File: config.mk
export PLATFORM = sky130hd
export DESIGN_NAME = sorted_list_insert_remove
export DESIGN_NICKNAME = d
export VERILOG_FILES = /design/src/slir_pkg.sv /design/src/slir_store.sv /design/src/sorted_list_insert_remove.sv
export SDC_FILE = /design/constraint.sdc
export NUM_CORES = 2
export LEC_CHECK = 0
export BUFFER_PORTS_ARGS = -buffer_cell sky130_fd_sc_hd__clkbuf_2
export CORE_ASPECT_RATIO = 0.7
export CORE_MARGIN = 8
export CORE_UTILIZATION = 55
export DETAILED_ROUTE_END_ITERATION = 16
export PLACE_DENSITY = 0.71
export SYNTH_ARGS = -nofsm -noshare
export SYNTH_HDL_FRONTEND = slang
export SYNTH_SLANG_ARGS = --single-unit
File: constraint.sdc
create_clock -name aclk -period 4.92 [get_ports aclk]
set_input_delay 0.492 -clock aclk [delete_from_list [all_inputs] [get_ports aclk]]
set_output_delay 0.492 -clock aclk [all_outputs]
set_load 0.03 [all_outputs]
File: src/slir_pkg.sv
// package with shared types and codes for the sorted list block
`timescale 1ns / 1ps

package slir_pkg;

    // command codes of an input transaction
    typedef enum logic [1:0] {
        CMD_INSERT = 2'd0,
        CMD_REMOVE = 2'd1,
        CMD_LIST   = 2'd2
    } cmd_t;

    // result status codes
    typedef enum logic [2:0] {
        ST_INSERTED     = 3'd0,
        ST_FULL         = 3'd1,
        ST_REMOVED      = 3'd2,
        ST_NOT_FOUND    = 3'd3,
        ST_EMPTY_REMOVE = 3'd4,
        ST_ENTRY        = 3'd5,
        ST_LIST_EMPTY   = 3'd6
    } status_t;

    // controller states
    typedef enum logic [2:0] {
        S_IDLE,
        S_INSERT,
        S_REMOVE,
        S_LIST,
        S_RESP
    } state_t;

    // input transaction payload
    typedef struct packed {
        logic [1:0]         cmd;
        logic signed [31:0] value;
    } in_item_t;

    // result transaction payload
    typedef struct packed {
        logic [2:0]         status;
        logic signed [31:0] entry_value;
        logic               last;
    } out_item_t;

endpackage

File: src/slir_store.sv
// single port write, single port read memory with registered read data
`timescale 1ns / 1ps

module slir_store #(
    parameter int DEPTH = 32,
    parameter int AW    = 5
) (
    input  logic                aclk,
    input  logic                we,
    input  logic [AW-1:0]       waddr,
    input  logic signed [31:0]  wdata,
    input  logic [AW-1:0]       raddr,
    output logic signed [31:0]  rdata
);

    logic signed [31:0] mem [DEPTH];
    logic signed [31:0] rdata_reg;

    // write port
    always_ff @(posedge aclk) begin
        if (we) begin
            mem[waddr] <= wdata;
        end
    end

    // read port, registered read data
    always_ff @(posedge aclk) begin
        rdata_reg <= mem[raddr];
    end

    assign rdata = rdata_reg;

endmodule

File: src/sorted_list_insert_remove.sv
// top level: sorted list controller with insert, remove and in-order listing
// results: full, remove-on-empty and list-empty give a single status result with no store access;
//   insert moves entries up from the top, remove walks the whole list, and a list streams one
//   entry per cycle unless the output stalls; the next command is taken only in idle, once the
//   current one has loaded its last result
// reset: aresetn clears the entry count and control state; store contents stay undefined
`timescale 1ns / 1ps

module sorted_list_insert_remove #(
    parameter int CAPACITY = 32
) (
    input  logic               aclk,
    input  logic               aresetn,
    input  logic               s_valid,
    output logic               s_ready,
    input  slir_pkg::in_item_t s_data,
    output logic               m_valid,
    input  logic               m_ready,
    output slir_pkg::out_item_t m_data
);

    localparam int AW = (CAPACITY > 1) ? $clog2(CAPACITY) : 1;
    localparam int CW = $clog2(CAPACITY + 1);

    slir_pkg::state_t    state_reg, state_next;
    logic [CW-1:0]       count_reg, count_next;
    logic [CW-1:0]       idx_reg, idx_next;
    logic                pend_valid_reg, pend_valid_next;
    logic [AW-1:0]       pend_idx_reg, pend_idx_next;
    logic                found_reg, found_next;
    logic signed [31:0]  val_reg, val_next;
    logic [2:0]          resp_reg, resp_next;
    logic                m_valid_reg, m_valid_next;
    slir_pkg::out_item_t m_data_reg, m_data_next;

    logic                mem_we;
    logic [AW-1:0]       mem_waddr;
    logic signed [31:0]  mem_wdata;
    logic [AW-1:0]       mem_raddr;
    logic signed [31:0]  mem_rdata;

    logic                slot_free;
    logic                out_load;
    logic                ins_done;
    logic                list_last;

    // entry store
    slir_store #(
        .DEPTH (CAPACITY),
        .AW    (AW)
    ) u_store (
        .aclk  (aclk),
        .we    (mem_we),
        .waddr (mem_waddr),
        .wdata (mem_wdata),
        .raddr (mem_raddr),
        .rdata (mem_rdata)
    );

    assign slot_free = !m_valid_reg || m_ready;
    assign s_ready   = (state_reg == slir_pkg::S_IDLE);
    assign m_valid   = m_valid_reg;
    assign m_data    = m_data_reg;
    assign list_last = (CW'(pend_idx_reg) == count_reg - CW'(1));

    // control registers
    always_ff @(posedge aclk) begin
        if (!aresetn) begin
            state_reg      <= slir_pkg::S_IDLE;
            count_reg      <= '0;
            pend_valid_reg <= 1'b0;
            m_valid_reg    <= 1'b0;
        end else begin
            state_reg      <= state_next;
            count_reg      <= count_next;
            pend_valid_reg <= pend_valid_next;
            m_valid_reg    <= m_valid_next;
        end
    end

    // datapath registers
    always_ff @(posedge aclk) begin
        idx_reg      <= idx_next;
        pend_idx_reg <= pend_idx_next;
        found_reg    <= found_next;
        val_reg      <= val_next;
        resp_reg     <= resp_next;
        m_data_reg   <= m_data_next;
    end

    // next state, memory accesses and result loading
    always_comb begin
        state_next      = state_reg;
        count_next      = count_reg;
        idx_next        = idx_reg;
        pend_valid_next = 1'b0;
        pend_idx_next   = pend_idx_reg;
        found_next      = found_reg;
        val_next        = val_reg;
        resp_next       = resp_reg;
        mem_we          = 1'b0;
        mem_waddr       = '0;
        mem_wdata       = val_reg;
        mem_raddr       = idx_reg[AW-1:0];
        out_load        = 1'b0;
        ins_done        = 1'b0;
        m_data_next     = m_data_reg;

        unique case (state_reg)
            slir_pkg::S_IDLE: begin
                if (s_valid) begin
                    val_next   = s_data.value;
                    found_next = 1'b0;
                    unique case (s_data.cmd)
                        slir_pkg::CMD_INSERT: begin
                            if (count_reg == CW'(CAPACITY)) begin
                                resp_next  = slir_pkg::ST_FULL;
                                state_next = slir_pkg::S_RESP;
                            end else begin
                                idx_next   = count_reg;
                                state_next = slir_pkg::S_INSERT;
                            end
                        end
                        slir_pkg::CMD_REMOVE: begin
                            if (count_reg == '0) begin
                                resp_next  = slir_pkg::ST_EMPTY_REMOVE;
                                state_next = slir_pkg::S_RESP;
                            end else begin
                                idx_next   = '0;
                                state_next = slir_pkg::S_REMOVE;
                            end
                        end
                        slir_pkg::CMD_LIST: begin
                            if (count_reg == '0) begin
                                resp_next  = slir_pkg::ST_LIST_EMPTY;
                                state_next = slir_pkg::S_RESP;
                            end else begin
                                idx_next   = '0;
                                state_next = slir_pkg::S_LIST;
                            end
                        end
                        default: begin
                            state_next = slir_pkg::S_IDLE;
                        end
                    endcase
                end
            end

            // walk down from the top, moving entries not below the value up by one
            slir_pkg::S_INSERT: begin
                mem_raddr = AW'(idx_reg - CW'(1));
                if (pend_valid_reg) begin
                    mem_we    = 1'b1;
                    mem_waddr = pend_idx_reg + AW'(1);
                    if (mem_rdata >= val_reg) begin
                        mem_wdata = mem_rdata;
                    end else begin
                        mem_wdata = val_reg;
                        ins_done  = 1'b1;
                    end
                end else if (idx_reg == '0) begin
                    mem_we    = 1'b1;
                    mem_waddr = '0;
                    mem_wdata = val_reg;
                    ins_done  = 1'b1;
                end
                if (ins_done) begin
                    count_next = count_reg + CW'(1);
                    resp_next  = slir_pkg::ST_INSERTED;
                    state_next = slir_pkg::S_RESP;
                end else if (idx_reg != '0) begin
                    pend_valid_next = 1'b1;
                    pend_idx_next   = AW'(idx_reg - CW'(1));
                    idx_next        = idx_reg - CW'(1);
                end
            end

            // walk up, find the first match and move every later entry down by one
            slir_pkg::S_REMOVE: begin
                if (pend_valid_reg) begin
                    if (found_reg) begin
                        mem_we    = 1'b1;
                        mem_waddr = pend_idx_reg - AW'(1);
                        mem_wdata = mem_rdata;
                    end else if (mem_rdata == val_reg) begin
                        found_next = 1'b1;
                    end
                end
                if (idx_reg != count_reg) begin
                    pend_valid_next = 1'b1;
                    pend_idx_next   = idx_reg[AW-1:0];
                    idx_next        = idx_reg + CW'(1);
                end else if (!pend_valid_reg) begin
                    if (found_reg) begin
                        count_next = count_reg - CW'(1);
                        resp_next  = slir_pkg::ST_REMOVED;
                    end else begin
                        resp_next  = slir_pkg::ST_NOT_FOUND;
                    end
                    state_next = slir_pkg::S_RESP;
                end
            end

            // stream entries out; a stalled entry is simply read again
            slir_pkg::S_LIST: begin
                if (pend_valid_reg && slot_free) begin
                    out_load                = 1'b1;
                    m_data_next.status      = slir_pkg::ST_ENTRY;
                    m_data_next.entry_value = mem_rdata;
                    m_data_next.last        = list_last;
                    if (list_last) begin
                        state_next = slir_pkg::S_IDLE;
                    end
                end
                if (pend_valid_reg && !slot_free) begin
                    mem_raddr       = pend_idx_reg;
                    pend_valid_next = 1'b1;
                end else if (idx_reg != count_reg && !(out_load && list_last)) begin
                    mem_raddr       = idx_reg[AW-1:0];
                    pend_valid_next = 1'b1;
                    pend_idx_next   = idx_reg[AW-1:0];
                    idx_next        = idx_reg + CW'(1);
                end
            end

            // single status result
            slir_pkg::S_RESP: begin
                if (slot_free) begin
                    out_load                = 1'b1;
                    m_data_next.status      = resp_reg;
                    m_data_next.entry_value = '0;
                    m_data_next.last        = 1'b1;
                    state_next              = slir_pkg::S_IDLE;
                end
            end

            default: begin
                state_next = slir_pkg::S_IDLE;
            end
        endcase

        // output register
        if (out_load) begin
            m_valid_next = 1'b1;
        end else if (m_ready) begin
            m_valid_next = 1'b0;
        end else begin
            m_valid_next = m_valid_reg;
        end
    end

    // the count never passes the capacity
    a_count_range: assert property (@(posedge aclk) disable iff (!aresetn)
        count_reg <= CW'(CAPACITY))
        else $error("entry count above capacity");

    // a completed insert grows the list by exactly one
    a_insert_count: assert property (@(posedge aclk) disable iff (!aresetn)
        ins_done |=> count_reg == $past(count_reg) + CW'(1))
        else $error("insert did not grow the list by one");

    // listing only runs on a non-empty list
    a_list_nonempty: assert property (@(posedge aclk) disable iff (!aresetn)
        (state_reg == slir_pkg::S_LIST) |-> count_reg != '0)
        else $error("listing an empty list");

    // writes only land inside the occupied region plus one
    a_write_range: assert property (@(posedge aclk) disable iff (!aresetn)
        mem_we |-> CW'(mem_waddr) <= count_reg)
        else $error("store write beyond the list");

    // no new transaction is taken while a command is in progress
    a_busy_block: assert property (@(posedge aclk) disable iff (!aresetn)
        (state_reg == slir_pkg::S_INSERT || state_reg == slir_pkg::S_REMOVE ||
         state_reg == slir_pkg::S_LIST) |-> !s_ready)
        else $error("input accepted during a command");

endmodule
==> impl_metrics.yaml <==
layout:
  largest_register_ffs: 1024
  fin_nets: 3721
  diodes: 0
  final_area_sq_mm: 0.0527
  syn_to_final_growth_pct: 13.2
  layout-drive-gt1-share_pct: 11.4
  instances_no_fill: 4863
clocking:
  cts_tree: "done"
  cts_buffer_depth: 3
  clock_sinks: 1150
  path_clk_slew_ns: 0.07
  clock_latency_ns: 0.71
  cts_made_buffers: 101
  htree_num_levels: 3
  cts-root-buf: "clkbuf_16"
synth:
  yosys-top-cells-area: "edfxtp_1 (71%), nand2_1 (8.5%), nand3_1 (2.9%)"
  synth_top_area_share_pct: 71.5
  syn_inst: 3561
  async_reset_ff_share_pct: 0
  synth_edf_count: 1107
  netlist_area_sq_mm: 0.0465
  yosysUniqueCellTypes: 71
  synth-main-ff-cell: "edfxtp_1"
  avgSynthCellArea_sq_um: 13.1
  ys_seq_area_share_pct: 73.3
  yosysWarnings: 0
  syn_nets: 3644
  yosysTopAreaCell: "edfxtp_1"
  ys_seq_elements: 1150
critical_path:
  cp_common_cell: "nand4_1"
  cp_slowest_cell: "nor2b_1"
  worst_r2r_endpoint: "u_store.rdata[4]$_DFF_P_"
  worstPathArrival_ns: 4.58
  crit_family: "simple AND/OR/NAND/NOR gates"
  critPathBufInv: 1
  ff2ff_path_depth: 9
  critical_path.startpoint: "state_reg[0]$_SDFFE_PN0P_"
  critical_path_class: "flip-flop to flip-flop"
  rrSetupSlack_ns: 0.89
  worst-endpoint-required_ns: 5.47
  cp.depth: 9
  path_cells: "nor2b_1 -> nand4_1 -> o2111a_4 -> buf_12 -> nand2_1 -> and3_1 -> a31oi_1 -> a32oi_1 -> nand4_1"
  worstSetupEndpointType: "flip-flop"
  rr_startpoint: "state_reg[0]$_SDFFE_PN0P_"
  cp-start-kind: "flip-flop"
  path_max_fanout: 165
  crit_path_end: "u_store.rdata[4]$_DFF_P_"
  critical_path.max_stage_delay_ns: 0.83
timing:
  fin_crit_sh_pct: 82.0
  rsz0062_at_grt: "no"
  setup_viol: 0
  tns_ns: 0
  fin_worst_hold_slack_ns: 0.0379
  fmax_ghz: 0.248
  slew_headroom_pct: 31.3
  timing.final.crit_period_ns: 4.03
  tightest_slew_ns: 1.03
  drv_slew: 0
  final-hold-violation-count: 0
  fin_skew_ns: 0.0301
status:
  run_status: "finished clean"
die:
  rows: 89
  die_w_um: 364
  initial_core_util_pct: 55.4
  fp.dieArea_sq_mm: 0.0943
  core_area_sq_mm: 0.0840
  fp.dieH_um: 259
  num_io_pins: 76
drt:
  wl_um: 133000
  firstDrtPassIters: 6
  drc: 0
  ant_nets: 0
  first_iter_violations: 5060
  vias_per_cell: 6.33
  wl_per_cell_um: 27.4
  vias: 30793
placed_design:
  gp_congestion: 0.910
  hpwl_um: 74000
  placed_cell_area_sq_mm: 0.0490
  portBuffers: 75
  dp.cells: 4654
job:
  drv_cap: 0
pwr:
  p_per_area_mw_per_mm2: 425
  vdd.ir_drop.worst_v: 0.000461
  switching_share_pct: 25.6
  p_comb_share_pct: 12.7
  leakagePower_nw: 18.3
  p_int_mw: 16.7
  p_switching_mw: 5.73
  seqPwrFrac_pct: 50.1
  p_clk_share_pct: 37.3
global_route:
  met2_usage_pct: 40.3
  grt_max_degree: 166
  top_usage_layer: "met1"
  met3_usage_pct: 7.10
  grt_usage_pct: 27.7
  grt_pass1_vias: 28615
  use_met1_pct: 40.4
  antenna_found_initial: 0
  grt_pass1_wl_um: 193000
  grt.overflow.total: 0
hold_path:
  min_path_type: "input port to flip-flop"
-- cells in the mapped netlist (6+ instances only) --
master,n
o22ai_1,7
buf_1,20
xor2_1,12
nor2b_1,37
a21oi_1,29
inv_1,44
xnor2_1,9
nor2_1,80
edfxtp_1,1107
a31oi_1,131
a32oi_1,125
nand2_1,1055
nand3_1,269
mux2_2,32
nand2b_1,8
buf_2,74
dfxtp_1,43
and3_1,130
nor3_1,9
o21ai_0,23
ha_1,45
nand4_1,41
a21o_1,7
clkbuf_1,124
mux2i_1,7
nand3b_1,6
a22oi_1,8
-- through the flow --
stage | util, % | setup slack [ns] | power, mW
finish | 62.7 | 0.888 | 22.4
CTS | 62.7 | 1.00 | 22.4
global route | 62.7 | 0.694 | 23.0
global placement | 58.4 | 1.03 | 14.2
floorplan | - | 1.09 | 13.1
detailed placement | 58.4 | 1.02 | 14.2
-- per-layer routing --
layer | share of wire (%) | up-vias
met2 | 44 | 2133
met5 | 0 | -
met4 | 4.1 | 0
li1 | - | 13296
met1 | 39 | 15043
met3 | 13 | 321
-- logic make-up (layout without fill, tap and decap cells) --
group	after synthesis	count (layout)	synth area share, %
multiplexers	46	46	1.27
AO/OA/AOI/OAI	370	370	5.79
buffers and inverters	266	431	2.39
AND/OR/NAND/NOR	1663	1663	15.6
adder cells (fa/ha/maj)	45	45	1.21
flip-flops	1150	1150	73.3
XOR/XNOR	21	21	0.395
-- cells in the final DEF (no fill, tap or decap), types with 45 or more instances in the layout --
cell type,n
nand2_1,1055
a32oi_1,125
ha_1,45
clkbuf_16,104
and3_1,130
clkbuf_2,75
buf_4,61
nand3_1,269
a31oi_1,131
edfxtp_1,1107
-- repair_timing --
| item | 4_1_cts | 5_1_grt |
|---|---|---|
| setup endpoints to repair | 0 | 0 |
| gates resized for setup | 0 | 0 |
| buffers inserted | 0 | 0 |
| hold buffers | 16 | 2 |
| endpoints found under the hold margin | 16 | 2 |
-- power by group through the flow --
stage	clock, mW	combinational [mW]	sequential (mW)
after global placement	0	2.75	11.4
after floorplan	0	1.77	11.4
final	8.34	2.83	11.2
after CTS	8.40	2.80	11.2
after global routing	8.75	3.06	11.2
after detailed placement	0	2.77	11.4
-- final cells by class --
type / count / area [sq um]
flip-flops and latches: 1150 / 34100
fillers: 6119 / 31300
multi-input cells: 2145 / 11600
clock buffers: 130 / 2730
repair buffers: 196 / 1850
well taps: 1137 / 1420
clock inverters: 61 / 747
inverters: 44 / 165
-- worst min-delay path by stage --
stage / from / endpoint / slack, ns / cells after the start
6_report: s_data[2] / val_reg[2]$_DFFE_PP_ / 0.04 / 1
5_1_grt: s_data[16] / val_reg[16]$_DFFE_PP_ / 0.002 / 1
4_1_cts: s_data[21] / val_reg[21]$_DFFE_PP_ / 0.002 / 1
3_5_place_dp: resp_reg[0]$_DFFE_PP_ / m_data[33]$_SDFFCE_PP1P_ / 0.49 / 1
3_3_place_gp: resp_reg[0]$_DFFE_PP_ / m_data[33]$_SDFFCE_PP1P_ / 0.49 / 1
2_1_floorplan: resp_reg[0]$_DFFE_PP_ / m_data[33]$_SDFFCE_PP1P_ / 0.48 / 1
(Power assumes the default switching activity.)
